<file path="config.mk">
export PLATFORM = sky130hd
export DESIGN_NAME = trigger_poll_mac_controller
export DESIGN_NICKNAME = d
export VERILOG_FILES = /design/src/sv/tpmc_pkg.sv /design/src/sv/tpmc_cfg.sv /design/src/sv/tpmc_core.sv /design/src/sv/trigger_poll_mac_controller.sv
export SDC_FILE = /design/constraint.sdc
export NUM_CORES = 1
export LEC_CHECK = 0
export ABC_CLOCK_PERIOD_IN_PS = 16800
export BUFFER_PORTS_ARGS = -buffer_cell sky130_fd_sc_hd__buf_2
export CAP_MARGIN = 20
export CORE_MARGIN = 2
export CORE_UTILIZATION = 54
export DETAILED_ROUTE_END_ITERATION = 10
export PLACE_DENSITY = 0.72
export SLEW_MARGIN = 0
export SYNTH_ARGS = -nofsm -noshare
export SYNTH_HDL_FRONTEND = slang
export SYNTH_HIERARCHICAL = 1
export SYNTH_SLANG_ARGS = --single-unit
</file>
<file path="constraint.sdc">
create_clock -name clk -period 16.8 [get_ports clk]
set_input_delay 4.2 -clock clk [delete_from_list [all_inputs] [get_ports clk]]
set_output_delay 4.2 -clock clk [all_outputs]
set_load 0.03 [all_outputs]
</file>
<file path="src/sv/tpmc_pkg.sv">
// Package for the trigger-poll MAC controller: beat types, codes and register map.
// Used by tpmc_cfg, tpmc_core and trigger_poll_mac_controller; depends on nothing.
package tpmc_pkg;

  localparam int ADDR_BITS  = 16;
  localparam int TIMER_BITS = 24;
  localparam int CNT_BITS   = 32;
  localparam int PADDR_W    = 4;
  localparam int PDATA_W    = 32;

  // Event codes on the input beat
  typedef enum logic [2:0] {
    FN_START    = 3'd0,
    FN_TICK     = 3'd1,
    FN_TRIG_END = 3'd2,
    FN_RX_START = 3'd3,
    FN_RX_END   = 3'd4
  } func_t;

  // Controller mode
  typedef enum logic [2:0] {
    MODE_IDLE   = 3'd0,
    MODE_TXTRIG = 3'd1,
    MODE_RXON   = 3'd2,
    MODE_RXOFF  = 3'd3,
    MODE_DATA   = 3'd4
  } mode_t;

  typedef enum logic [1:0] {
    ACT_NONE    = 2'd0,
    ACT_TRIG    = 2'd1,
    ACT_DELIVER = 2'd2,
    ACT_DROP    = 2'd3
  } action_t;

  typedef enum logic [2:0] {
    RSN_NONE      = 3'd0,
    RSN_CORRUPT   = 3'd1,
    RSN_WRONG_TYP = 3'd2,
    RSN_RX_OFF    = 3'd3,
    RSN_WRONG_RCV = 3'd4
  } reason_t;

  // Register indexes (byte address = 4 * index)
  typedef enum logic [1:0] {
    REG_OWN_ADDR   = 2'd0,
    REG_BCAST_ADDR = 2'd1,
    REG_WINDOW     = 2'd2
  } reg_idx_t;

  localparam logic [ADDR_BITS-1:0]  OWN_ADDR_RST  = ADDR_BITS'(1);
  localparam logic [ADDR_BITS-1:0]  BCAST_RST     = ADDR_BITS'(65535);
  localparam logic [TIMER_BITS-1:0] WINDOW_RST    = TIMER_BITS'(1000);

  typedef struct packed {
    logic [2:0]           func;
    logic [ADDR_BITS-1:0] packet_dest;
    logic                 packet_corrupt;
    logic                 packet_is_trigger;
  } in_item_t;

  typedef struct packed {
    logic [1:0]          action;
    logic [2:0]          drop_reason;
    logic [2:0]          mode_now;
    logic                listening;
    logic [CNT_BITS-1:0] triggers_sent;
    logic [CNT_BITS-1:0] data_received;
    logic [CNT_BITS-1:0] errors_received;
  } out_item_t;

  typedef struct packed {
    logic [ADDR_BITS-1:0]  own_address;
    logic [ADDR_BITS-1:0]  broadcast_address;
    logic [TIMER_BITS-1:0] listen_window_ticks;
  } cfg_t;

endpackage

</file>
<file path="src/sv/tpmc_cfg.sv">
// APB-style configuration registers of the trigger-poll MAC controller.
// Depends on tpmc_pkg for the register map and the cfg_t bundle.
module tpmc_cfg (
  input  logic                          clk,
  input  logic                          rst_n,
  input  logic                          psel,
  input  logic                          penable,
  input  logic                          pwrite,
  input  logic [tpmc_pkg::PADDR_W-1:0]  paddr,
  input  logic [tpmc_pkg::PDATA_W-1:0]  pwdata,
  output logic [tpmc_pkg::PDATA_W-1:0]  prdata,
  output tpmc_pkg::cfg_t                cfg
);

  tpmc_pkg::cfg_t cfg_r;
  tpmc_pkg::cfg_t cfg_nxt;
  logic           wr_en;
  logic [1:0]     idx;

  assign wr_en = psel & penable & pwrite;
  assign idx   = paddr[3:2];

  always_comb begin
    cfg_nxt = cfg_r;
    if (wr_en) begin
      unique case (idx)
        tpmc_pkg::REG_OWN_ADDR:   cfg_nxt.own_address = pwdata[tpmc_pkg::ADDR_BITS-1:0];
        tpmc_pkg::REG_BCAST_ADDR: cfg_nxt.broadcast_address = pwdata[tpmc_pkg::ADDR_BITS-1:0];
        tpmc_pkg::REG_WINDOW:
          cfg_nxt.listen_window_ticks = pwdata[tpmc_pkg::TIMER_BITS-1:0];
        default: ;
      endcase
    end
  end

  always_ff @(posedge clk) begin
    if (!rst_n) begin
      cfg_r.own_address         <= tpmc_pkg::OWN_ADDR_RST;
      cfg_r.broadcast_address   <= tpmc_pkg::BCAST_RST;
      cfg_r.listen_window_ticks <= tpmc_pkg::WINDOW_RST;
    end else begin
      cfg_r <= cfg_nxt;
    end
  end

  always_comb begin
    unique case (idx)
      tpmc_pkg::REG_OWN_ADDR:
        prdata = tpmc_pkg::PDATA_W'(cfg_r.own_address);
      tpmc_pkg::REG_BCAST_ADDR:
        prdata = tpmc_pkg::PDATA_W'(cfg_r.broadcast_address);
      tpmc_pkg::REG_WINDOW:
        prdata = tpmc_pkg::PDATA_W'(cfg_r.listen_window_ticks);
      default:
        prdata = '0;
    endcase
  end

  assign cfg = cfg_r;

endmodule

</file>
<file path="src/sv/tpmc_core.sv">
// Event engine of the trigger-poll MAC controller: mode, listen window timer and counters.
// Depends on tpmc_pkg; fed one event beat per fire strobe by the top level.
module tpmc_core (
  input  logic                clk,
  input  logic                rst_n,
  input  logic                fire,
  input  tpmc_pkg::in_item_t  item,
  input  tpmc_pkg::cfg_t      cfg,
  output tpmc_pkg::out_item_t result
);

  tpmc_pkg::mode_t                  mode_r, mode_nxt;
  logic                             listen_r, listen_nxt;
  logic [tpmc_pkg::TIMER_BITS-1:0]  win_left_r, win_left_nxt;
  logic                             win_run_r, win_run_nxt;
  logic [tpmc_pkg::CNT_BITS-1:0]    trig_cnt_r, trig_cnt_nxt;
  logic [tpmc_pkg::CNT_BITS-1:0]    data_cnt_r, data_cnt_nxt;
  logic [tpmc_pkg::CNT_BITS-1:0]    err_cnt_r, err_cnt_nxt;
  tpmc_pkg::action_t                action;
  tpmc_pkg::reason_t                reason;
  logic                             addr_hit;
  logic                             expire;

  assign addr_hit = (item.packet_dest == cfg.own_address) ||
                    (item.packet_dest == cfg.broadcast_address);
  assign expire   = (win_left_r <= tpmc_pkg::TIMER_BITS'(1));

  always_comb begin
    mode_nxt     = mode_r;
    listen_nxt   = listen_r;
    win_left_nxt = win_left_r;
    win_run_nxt  = win_run_r;
    trig_cnt_nxt = trig_cnt_r;
    data_cnt_nxt = data_cnt_r;
    err_cnt_nxt  = err_cnt_r;
    action       = tpmc_pkg::ACT_NONE;
    reason       = tpmc_pkg::RSN_NONE;
    unique case (item.func)
      tpmc_pkg::FN_START: begin
        win_run_nxt  = 1'b0;
        win_left_nxt = '0;
        mode_nxt     = tpmc_pkg::MODE_TXTRIG;
        if (!listen_r) begin
          trig_cnt_nxt = trig_cnt_r + 1'b1;
          action       = tpmc_pkg::ACT_TRIG;
        end
      end
      tpmc_pkg::FN_TICK: begin
        if (win_run_r) begin
          if (expire) begin
            win_left_nxt = '0;
            win_run_nxt  = 1'b0;
            // close the window and poll again at once, unless a trigger is on air
            if (mode_r != tpmc_pkg::MODE_TXTRIG) begin
              listen_nxt   = 1'b0;
              mode_nxt     = tpmc_pkg::MODE_TXTRIG;
              trig_cnt_nxt = trig_cnt_r + 1'b1;
              action       = tpmc_pkg::ACT_TRIG;
            end
          end else begin
            win_left_nxt = win_left_r - 1'b1;
          end
        end
      end
      tpmc_pkg::FN_TRIG_END: begin
        mode_nxt     = tpmc_pkg::MODE_RXON;
        win_left_nxt = cfg.listen_window_ticks;
        win_run_nxt  = 1'b1;
        listen_nxt   = 1'b1;
      end
      tpmc_pkg::FN_RX_END: begin
        if (!listen_r) begin
          action = tpmc_pkg::ACT_DROP;
          reason = tpmc_pkg::RSN_RX_OFF;
        end else if (item.packet_corrupt) begin
          err_cnt_nxt = err_cnt_r + 1'b1;
          action      = tpmc_pkg::ACT_DROP;
          reason      = tpmc_pkg::RSN_CORRUPT;
        end else if (addr_hit) begin
          if (!item.packet_is_trigger) begin
            mode_nxt     = tpmc_pkg::MODE_DATA;
            data_cnt_nxt = data_cnt_r + 1'b1;
            action       = tpmc_pkg::ACT_DELIVER;
          end else begin
            action = tpmc_pkg::ACT_DROP;
            reason = tpmc_pkg::RSN_WRONG_TYP;
          end
        end else begin
          action = tpmc_pkg::ACT_DROP;
          reason = tpmc_pkg::RSN_WRONG_RCV;
        end
      end
      default: ;
    endcase
  end

  always_ff @(posedge clk) begin
    if (!rst_n) begin
      mode_r     <= tpmc_pkg::MODE_IDLE;
      listen_r   <= 1'b0;
      win_left_r <= '0;
      win_run_r  <= 1'b0;
      trig_cnt_r <= '0;
      data_cnt_r <= '0;
      err_cnt_r  <= '0;
    end else if (fire) begin
      mode_r     <= mode_nxt;
      listen_r   <= listen_nxt;
      win_left_r <= win_left_nxt;
      win_run_r  <= win_run_nxt;
      trig_cnt_r <= trig_cnt_nxt;
      data_cnt_r <= data_cnt_nxt;
      err_cnt_r  <= err_cnt_nxt;
    end
  end

  always_comb begin
    result.action          = action;
    result.drop_reason     = reason;
    result.mode_now        = mode_nxt;
    result.listening       = listen_nxt;
    result.triggers_sent   = trig_cnt_nxt;
    result.data_received   = data_cnt_nxt;
    result.errors_received = err_cnt_nxt;
  end

  // a stopped timer always holds zero
  a_idle_timer_zero: assert property (@(posedge clk) disable iff (!rst_n)
    !win_run_r |-> (win_left_r == '0))
    else $error("window timer stopped with ticks left");

  // a trigger beat bumps the trigger counter by exactly one
  a_trig_count: assert property (@(posedge clk) disable iff (!rst_n)
    (fire && (action == tpmc_pkg::ACT_TRIG)) |=> (trig_cnt_r == $past(trig_cnt_r) + 1'b1))
    else $error("trigger sent without counting it");

endmodule

</file>
<file path="src/sv/trigger_poll_mac_controller.sv">
// Trigger-poll MAC controller, top level: input register, event engine, result register, APB.
// A beat passes through two registers, the input register and then the result register, to out_*.
// Throughput: one event beat per clock while the result is not stalled.
// A stalled result holds the output register; the input register then holds and in_stall rises.
// Reset (rst_n low, synchronous): both stages empty, mode idle, window shut, counters zero,
// registers back to own address 1, broadcast address 0xFFFF and a 1000-tick window.
module trigger_poll_mac_controller (
  input  logic                          clk,
  input  logic                          rst_n,
  input  logic                          in_valid,
  output logic                          in_stall,
  input  tpmc_pkg::in_item_t            in_data,
  output logic                          out_valid,
  input  logic                          out_stall,
  output tpmc_pkg::out_item_t           out_data,
  input  logic                          cfg_psel,
  input  logic                          cfg_penable,
  input  logic                          cfg_pwrite,
  input  logic [tpmc_pkg::PADDR_W-1:0]  cfg_paddr,
  input  logic [tpmc_pkg::PDATA_W-1:0]  cfg_pwdata,
  output logic [tpmc_pkg::PDATA_W-1:0]  cfg_prdata,
  output logic                          cfg_pready
);

  // input stage
  logic                 s1_valid_r, s1_valid_nxt;
  tpmc_pkg::in_item_t   s1_data_r;
  // result stage
  logic                 out_valid_r, out_valid_nxt;
  tpmc_pkg::out_item_t  out_data_r;

  tpmc_pkg::cfg_t       cfg;
  tpmc_pkg::out_item_t  core_res;
  logic                 out_free;
  logic                 fire;
  logic                 in_take;

  // The result register can load when empty or when its beat leaves this cycle.
  assign out_free = !out_valid_r || !out_stall;
  // Fire the event engine whenever the input stage holds a beat and the result has room.
  assign fire     = s1_valid_r && out_free;
  // Hold the input side only while a beat waits behind a stalled result.
  assign in_stall = s1_valid_r && !out_free;
  assign in_take  = in_valid && !in_stall;

  always_comb begin
    s1_valid_nxt = s1_valid_r;
    if (in_take) begin
      s1_valid_nxt = 1'b1;
    end else if (fire) begin
      s1_valid_nxt = 1'b0;
    end
  end

  always_comb begin
    out_valid_nxt = out_valid_r;
    if (fire) begin
      out_valid_nxt = 1'b1;
    end else if (!out_stall) begin
      out_valid_nxt = 1'b0;
    end
  end

  always_ff @(posedge clk) begin
    if (!rst_n) begin
      s1_valid_r  <= 1'b0;
      out_valid_r <= 1'b0;
    end else begin
      s1_valid_r  <= s1_valid_nxt;
      out_valid_r <= out_valid_nxt;
    end
  end

  // payload registers: load on the beat that fills them, no reset
  always_ff @(posedge clk) begin
    if (in_take) begin
      s1_data_r <= in_data;
    end
    if (fire) begin
      out_data_r <= core_res;
    end
  end

  tpmc_cfg u_cfg (
    .clk     (clk),
    .rst_n   (rst_n),
    .psel    (cfg_psel),
    .penable (cfg_penable),
    .pwrite  (cfg_pwrite),
    .paddr   (cfg_paddr),
    .pwdata  (cfg_pwdata),
    .prdata  (cfg_prdata),
    .cfg     (cfg)
  );

  tpmc_core u_core (
    .clk    (clk),
    .rst_n  (rst_n),
    .fire   (fire),
    .item   (s1_data_r),
    .cfg    (cfg),
    .result (core_res)
  );

  assign cfg_pready = 1'b1;
  assign out_valid  = out_valid_r;
  assign out_data   = out_data_r;

  // backpressure only ever comes from a full input stage
  a_stall_needs_beat: assert property (@(posedge clk) disable iff (!rst_n)
    in_stall |-> s1_valid_r)
    else $error("input stalled with an empty input stage");

  // a drop reason is shown exactly on drop beats
  a_reason_on_drop: assert property (@(posedge clk) disable iff (!rst_n)
    out_valid_r |-> ((out_data_r.action == tpmc_pkg::ACT_DROP) ==
                     (out_data_r.drop_reason != tpmc_pkg::RSN_NONE)))
    else $error("drop reason does not match action");

  // an open window never reports idle or receive-off
  a_listen_mode: assert property (@(posedge clk) disable iff (!rst_n)
    (out_valid_r && out_data_r.listening) |->
      ((out_data_r.mode_now != tpmc_pkg::MODE_IDLE) &&
       (out_data_r.mode_now != tpmc_pkg::MODE_RXOFF)))
    else $error("listening in a mode that cannot listen");

endmodule

</file>
==> flow_summary_export.csv, run 1 <==
group,metric,value,unit
timing,clock_skew,18.63,ps
clocking,clock_sinks,309,
setup_path,arrival,5750,ps
timing,tightest_slew,1088,ps
detailed_routing,wl_per_cell,17.02,um
yosys,synth_cell_type_count,75,
detailed_routing,firstDrtPassIters,5,
power_and_ir_drop,ir_drop,0.06205,mV
setup_path,start_kind,"input port",
yosys,yosys_warnings,6,
clocking,path_clk_slew,60,ps
layout,layout.nets,1743,
yosys,synth_area_leaders,"edfxtp_1 (25%), dfxtp_1 (24%), xor2_1 (6.3%)",
power_and_ir_drop,power_density,95.61,nW/um^2
setup_path,worstPathBufferInverterCount,2,
timing,fmax,0.1005,GHz
place,hpwl,23410,um
detailed_routing,num_vias,12010,
yosys,synth_enable_flop_cells,126,
power_and_ir_drop,leakage,6.319,nW
run_status,status,"finished, final reports clean",
power_and_ir_drop,power,1.659,mW
yosys,ys.flop_type,"dfxtp_1",
setup_path,endpoint_kind,"output pin",
setup_path,cp_common_cell,"buf_2",
layout,num_antenna_cells,0,
grt,track_usage,23.70,%
clocking,clockBufferDepth,3,
layout,areaGrowthSynthToFinish,14.24,%
clocking,cts_tree,"done",
grt,use_met1,33.77,%
floorplan,die_x,171.7,um
floorplan,row_count,61,
job,cap_viol_max_count,0,
setup_path,worstSetupPathType,"input port to output pin",
setup_path,crit_family,"simple AND/OR/NAND/NOR gates",
timing,hold_violations,0,
worst_hold_path,hold_class,"flip-flop to flip-flop",
clocking,cts_hold_buf,0,
yosys,synthesis.area,15190,um^2
grt,grt_max_degree,165,
setup_path,crit_chain,"buf_2 -> nor2b_4 -> nand2_1 -> o21ai_0 -> buf_2",
timing,setup_tns,0,ps
yosys,postSynth.asyncResetShare,0,%
clocking,cts-resized-gates,0,
clocking,htree_levels,2,
yosys,avgSynthCellArea,9.843,um^2
timing,post-route-min-period,9950,ps
clocking,cts_buffers,34,
floorplan,initial_core_util,54.82,%
clocking,clockRootBuffer,"clkbuf_16",
floorplan,coreArea,27710,um^2
grt,grt_util_met2,37.38,%
yosys,synth_top_area_share,24.91,%
detailed_routing,drt-initial-drc-count,1131,
grt,overflow,0,
timing,rsz0062_at_grt,"false",
place,portBuffers,184,
grt,grt_pass1_vias,10940,
layout,final_cell_mix,"buf_2 (183), dfxtp_1 (183), nand2_1 (159)",
timing,maxSlewViolCount,0,
setup_path,crit_slowest_cell,"nor2b_4",
timing,post-route-period-util,59.23,%
detailed_routing,drc,0,
yosys,yosys.area.top_type,"edfxtp_1",
setup_path,required,12600,ps
layout,final_layout_size_suffix_gt1_share,16.90,%
floorplan,die_area,29480,um^2
place,place.gp.congestion,0.9486,
clocking,post_cts_buffers,0,
detailed_routing,viasPerCell,5.783,
yosys,synth_seq_cells,309,
timing,setup_violations,0,
setup_path,slowest_delay,660,ps
yosys,synthCells,1543,
detailed_routing,postRouteAntennaNets,0,
grt,grt_pass1_wl,56470,um
timing,slew_headroom,27.44,%
grt,globalRouteMet3Util,3.866,%
clocking,clock_latency,510,ps
yosys,ys_seq_area_share,49.04,%
floorplan,io_pins,204,
grt,antenna_found_initial,2,
floorplan,die_y,171.7,um
grt,grt-busiest-layer,"met2",
detailed_routing,wirelength,35340,um
setup_path,path_max_fanout,25,
-- state kept, by name (all words and copies together) (netlist names) --
signal / count
out_valid: 1
u_core/mode_r: 3
out_data: 105
s1_valid_r: 1
u_cfg/cfg: 56
u_core/trig_cnt_r: 32
u_core/win_run_r: 1
u_core/win_left_r: 24
u_core/listen_r: 1
u_core/data_cnt_r: 32
s1_data_r: 21
u_core/err_cnt_r: 32
-- metrics by stage --
step	setup WS, ps	instance area (um^2)	hold slack [ps]	std cells	util, %
after floorplan	1891	15210	443.5	1550	-
after global placement	6946	16240	465.7	2015	58.61
after detailed placement	6936	16240	478.5	2015	58.61
after CTS	6925	17330	487.0	2075	62.57
after global routing	6771	17350	508.4	2076	62.62
final	6850	17350	489.4	2076	62.62
-- worst register-to-register path: stages (launching register included) --
cell and delay [ps]:
edfxtp_1 430, xor2_1 190, nor4_1 300, nand4_1 790, and2_1 480, buf_4 280
or4_1 570, xnor2_1 180
-- area by class of cell --
type | instances | area (um^2)
fillers | 2317 | 10360
flip-flops and latches | 309 | 7447
clock inverters | 10 | 103.9
well taps | 378 | 473.0
clock buffers | 50 | 992.2
inverters | 13 | 48.80
repair buffers | 201 | 1071
multi-input cells | 1115 | 7213
-- power breakdown --
group          internal (mW)  total [mW]  switching (mW)
clock network          0.440       0.728           0.288
logic                 0.0336       0.121          0.0877
registers              0.799       0.810          0.0109
total                   1.27        1.66           0.386
-- cells in the mapped netlist (5+ instances only) --
cell type and number:
and4_1 8, o22ai_1 5, nor2b_1 41, or4_1 17
xnor2_1 70, or2_2 6, nand4_1 49, dfxtp_1 183
buf_4 12, mux2i_1 81, o21ai_0 63, nand2b_1 21
xor2_1 110, o2111ai_1 10, a21oi_1 57, and3_1 22
nor2_1 105, buf_1 5, o41ai_1 5, nor3_1 28
inv_1 13, nor4_1 31, a211oi_1 6, edfxtp_1 126
a22oi_1 8, and2_1 28, or3_1 15, clkbuf_1 72
nand2_1 159, buf_2 18, o211ai_1 14, ha_1 5
o31ai_1 16, nand3_1 61
-- cells by family after synthesis --
logic type	Yosys count	synth area share (%)
other	2	0.04945
XOR/XNOR	180	10.38
AO/OA/AOI/OAI	219	9.211
flip-flops	309	49.04
AND/OR/NAND/NOR	619	21.52
buffers and inverters	126	3.905
adder cells (fa/ha/maj)	5	0.4119
multiplexers	83	5.487
-- metal layers --
metal | vias to the layer above | wire [um]
li1 | 5766 | -
met1 | 5748 | 16290
met2 | 420 | 16140
met3 | 67 | 2074
met4 | 4 | 821
met5 | - | 23
-- path summary, 6_finish.rpt --
check / from / to / slack (ps) / depth (start not counted)
worst max register to register: s1_data_r[14]$_DFFE_PP_ / out_data[42]$_DFFE_PP_ / 13320 / 7
worst min-delay path: u_cfg/cfg[22]$_SDFFE_PN0P_ / u_cfg/cfg[22]$_SDFFE_PN0P_ / 490 / 2
worst min register to register: u_cfg/cfg[22]$_SDFFE_PN0P_ / u_cfg/cfg[22]$_SDFFE_PN0P_ / 490 / 2
worst max-delay path: cfg_paddr[3] / cfg_prdata[1] / 6850 / 5
(Power assumes the default switching activity.)
==> inputs of run 2 (changes only) <==
ABC_AREA = 1   (was not set)
ABC_CLOCK_PERIOD_IN_PS = 9900   (was 16800)
clock period = 9.9 ns   (was 16.8 ns; I/O delays follow)
==> run 2 against run 1 <==
  * Non-clock buffer count down 7
  * Sequential power up 79%
  * Synthesized cell count up 40%
==> flow_summary_export.csv, run 2 <==
group,metric,value,unit
layout,finalNonFillerCells,2722,
floorplan,die_area,31130,um^2
timing,tightest_slew,1107,ps
yosys,avgSynthCellArea,7.451,um^2
layout,final_cell_mix,"nand2_1 (527), inv_1 (326), nor2_1 (228)",
yosys,yosysMostFrequentCell,"nand2_1",
yosys,synth_area_leaders,"edfxtp_1 (24%), dfxtp_1 (23%), nand2_1 (12%)",
floorplan,io_pins,204,
place,dp_cells,2659,
timing,post-route-min-period,6047,ps
yosys,synth_seq_cells,309,
timing,rsz0062_at_grt,"false",
place,hpwl,26610,um
yosys,yosys-top-cells-count,"nand2_1 (527), inv_1 (328), nor2_1 (229)",
setup_path,arrival,3570,ps
setup_path,start_kind,"input port",
floorplan,coreArea,29480,um^2
layout,final_core_util,61.82,%
grt,grt_pass1_wl,62710,um
grt,overflow,0,
power_and_ir_drop,ir_drop,0.1025,mV
timing,hold_violations,0,
floorplan,initial_core_util,54.46,%
clocking,clockBufferDepth,3,
yosys,synth_top_area_share,23.56,%
yosys,synth_enable_flop_cells,126,
detailed_routing,wl_per_cell,14.40,um
timing,clock_skew,15.17,ps
setup_path,path_max_fanout,17,
setup_path,required,7430,ps
setup_path,slowest_delay,340,ps
layout,areaGrowthSynthToFinish,13.51,%
yosys,postSynth.asyncResetShare,0,%
power_and_ir_drop,power_density,168.8,nW/um^2
layout,fillCellCount,2639,
run_status,status,"finished, final reports clean",
timing,maxSlewViolCount,0,
place,place.gp.congestion,0.8709,
detailed_routing,drc,0,
detailed_routing,viasPerCell,5.313,
clocking,path_clk_slew,60,ps
yosys,synthesis.area,16060,um^2
yosys,synthCells,2155,
setup_path,worstSetupPathType,"input port to output pin",
worst_hold_path,hold_class,"flip-flop to flip-flop",
timing,post-route-period-util,61.08,%
power_and_ir_drop,power,3.077,mW
setup_path,endpoint_kind,"output pin",
yosys,ys.flop_type,"dfxtp_1",
clocking,cts-resized-gates,0,
grt,grt_max_degree,90,
clocking,clock_latency,510,ps
detailed_routing,drt-initial-drc-count,1218,
clocking,clock_sinks,309,
timing,fmax,0.1654,GHz
clocking,cts_buffers,34,
yosys,yosys.area.top_type,"edfxtp_1",
floorplan,die_y,176.4,um
setup_path,worstRegToRegCells,7,
setup_path,worstPathBufferInverterCount,4,
clocking,post_cts_buffers,0,
grt,grt_pass1_vias,13320,
timing,setup_tns,0,ps
setup_path,crit_family,"buffers and inverters",
setup_path,cp_num_cells,7,
grt,antenna_found_initial,1,
clocking,htree_levels,2,
setup_path,crit_chain,"buf_2 -> inv_2 -> nand2_1 -> inv_2 -> nand2_1 -> nand3_1 -> buf_2",
timing,slew_headroom,26.12,%
layout,final_layout_size_suffix_gt1_share,14.16,%
clocking,cts_tree,"done",
yosys,ys_seq_area_share,46.38,%
layout,final_common_cell,"nand2_1",
yosys,yosys_warnings,6,
place,portBuffers,184,
job,cap_viol_max_count,0,
power_and_ir_drop,leakage,8.572,nW
clocking,cts_hold_buf,0,
layout,layout.nets,2375,
floorplan,row_count,63,
grt,track_usage,24.68,%
layout,largest_reg_flops,105,
detailed_routing,wirelength,39200,um
detailed_routing,firstDrtPassIters,5,
floorplan,die_x,176.4,um
detailed_routing,num_vias,14460,
worst_hold_path,hold_depth,2,
clocking,clockRootBuffer,"clkbuf_16",
yosys,synth_cell_type_count,47,
timing,setup_violations,0,
detailed_routing,postRouteAntennaNets,0,
setup_path,crit_slowest_cell,"inv_2",
## run 2: cell count changes after synthesis, moves of 41 or more
cell and change:
a21oi_1 +85, inv_1 +315, mux2i_1 -81, nand2_1 +368, nand3_1 +121, nor2_1 +124, nor2b_1 -41, xnor2_1 -64
xor2_1 -58
## run 2: path summary, 6_finish.rpt
check,startpoint,end,slack (ps)
max reg2reg,s1_valid_r$_SDFFE_PN0P_,u_core/data_cnt_r[18]$_SDFFE_PN0P_,7000
min reg2reg,u_cfg/cfg[5]$_SDFFE_PN1P_,u_cfg/cfg[5]$_SDFFE_PN1P_,500
max,cfg_paddr[3],cfg_prdata[0],3850
min,u_cfg/cfg[5]$_SDFFE_PN1P_,u_cfg/cfg[5]$_SDFFE_PN1P_,500
## run 2: power breakdown
part	total [mW]	internal, mW	switching, mW	leakage (nW)
combinational	0.398	0.121	0.277	5.31
sequential	1.45	1.40	0.0529	2.72
clock	1.23	0.724	0.502	0.533
total	3.08	2.24	0.832	8.57
## run 2: per-stage QoR
stage,setup slack (ps),area (um^2),hold WS [ps]
finish,3853,18230,499.8
CTS,3864,18200,499.2
floorplan,1053,16080,451.3
global route,3786,18220,521.7
detailed placement,3884,17110,488.7
global placement,3883,17110,481.6
## run 2: final cells by class
class / count / area, um^2 / share of cell area [%]
Sequential cell: 309 / 7447 / 40.86
Multi-Input combinational cell: 1434 / 6930 / 38.02
Inverter: 333 / 1254 / 6.879
Timing Repair Buffer: 194 / 1016 / 5.574
Clock buffer: 47 / 983.4 / 5.396
Tap cell: 390 / 488.0 / 2.677
Clock inverter: 14 / 105.1 / 0.5766
Antenna cell: 1 / 2.502 / 0.01373
## run 2: routing by layer
| metal | global-route usage [%] | part of all wire [%] | vias up |
|---|---|---|---|
| met2 | 42.43 | 48 | 489 |
| met5 | 0 | 0 | - |
| met4 | 10.12 | 3.5 | 0 |
| li1 | - | - | 7179 |
| met3 | 3.531 | 6.1 | 90 |
| met1 | 31.21 | 42 | 6704 |
## run 2: kinds of logic (layout without fill, tap and decap cells)
kind of cell	Yosys count	after routing	share of synthesized area, %
and+or+nand+nor	1067	1067	29.42
adders and majority gates	5	5	0.3896
buffers and inverters	419	588	10.71
AOI/OAI and AO/OA	295	295	9.889
other	2	10	0.04677
DFF	309	309	46.38
xor gates and xnor gates	58	58	3.164
## run 2: tightest hold or removal path, cell delays in order, from the launching register on
cell and delay (ps):
dfxtp_1 330, nand2_1 70, nand3_1 50
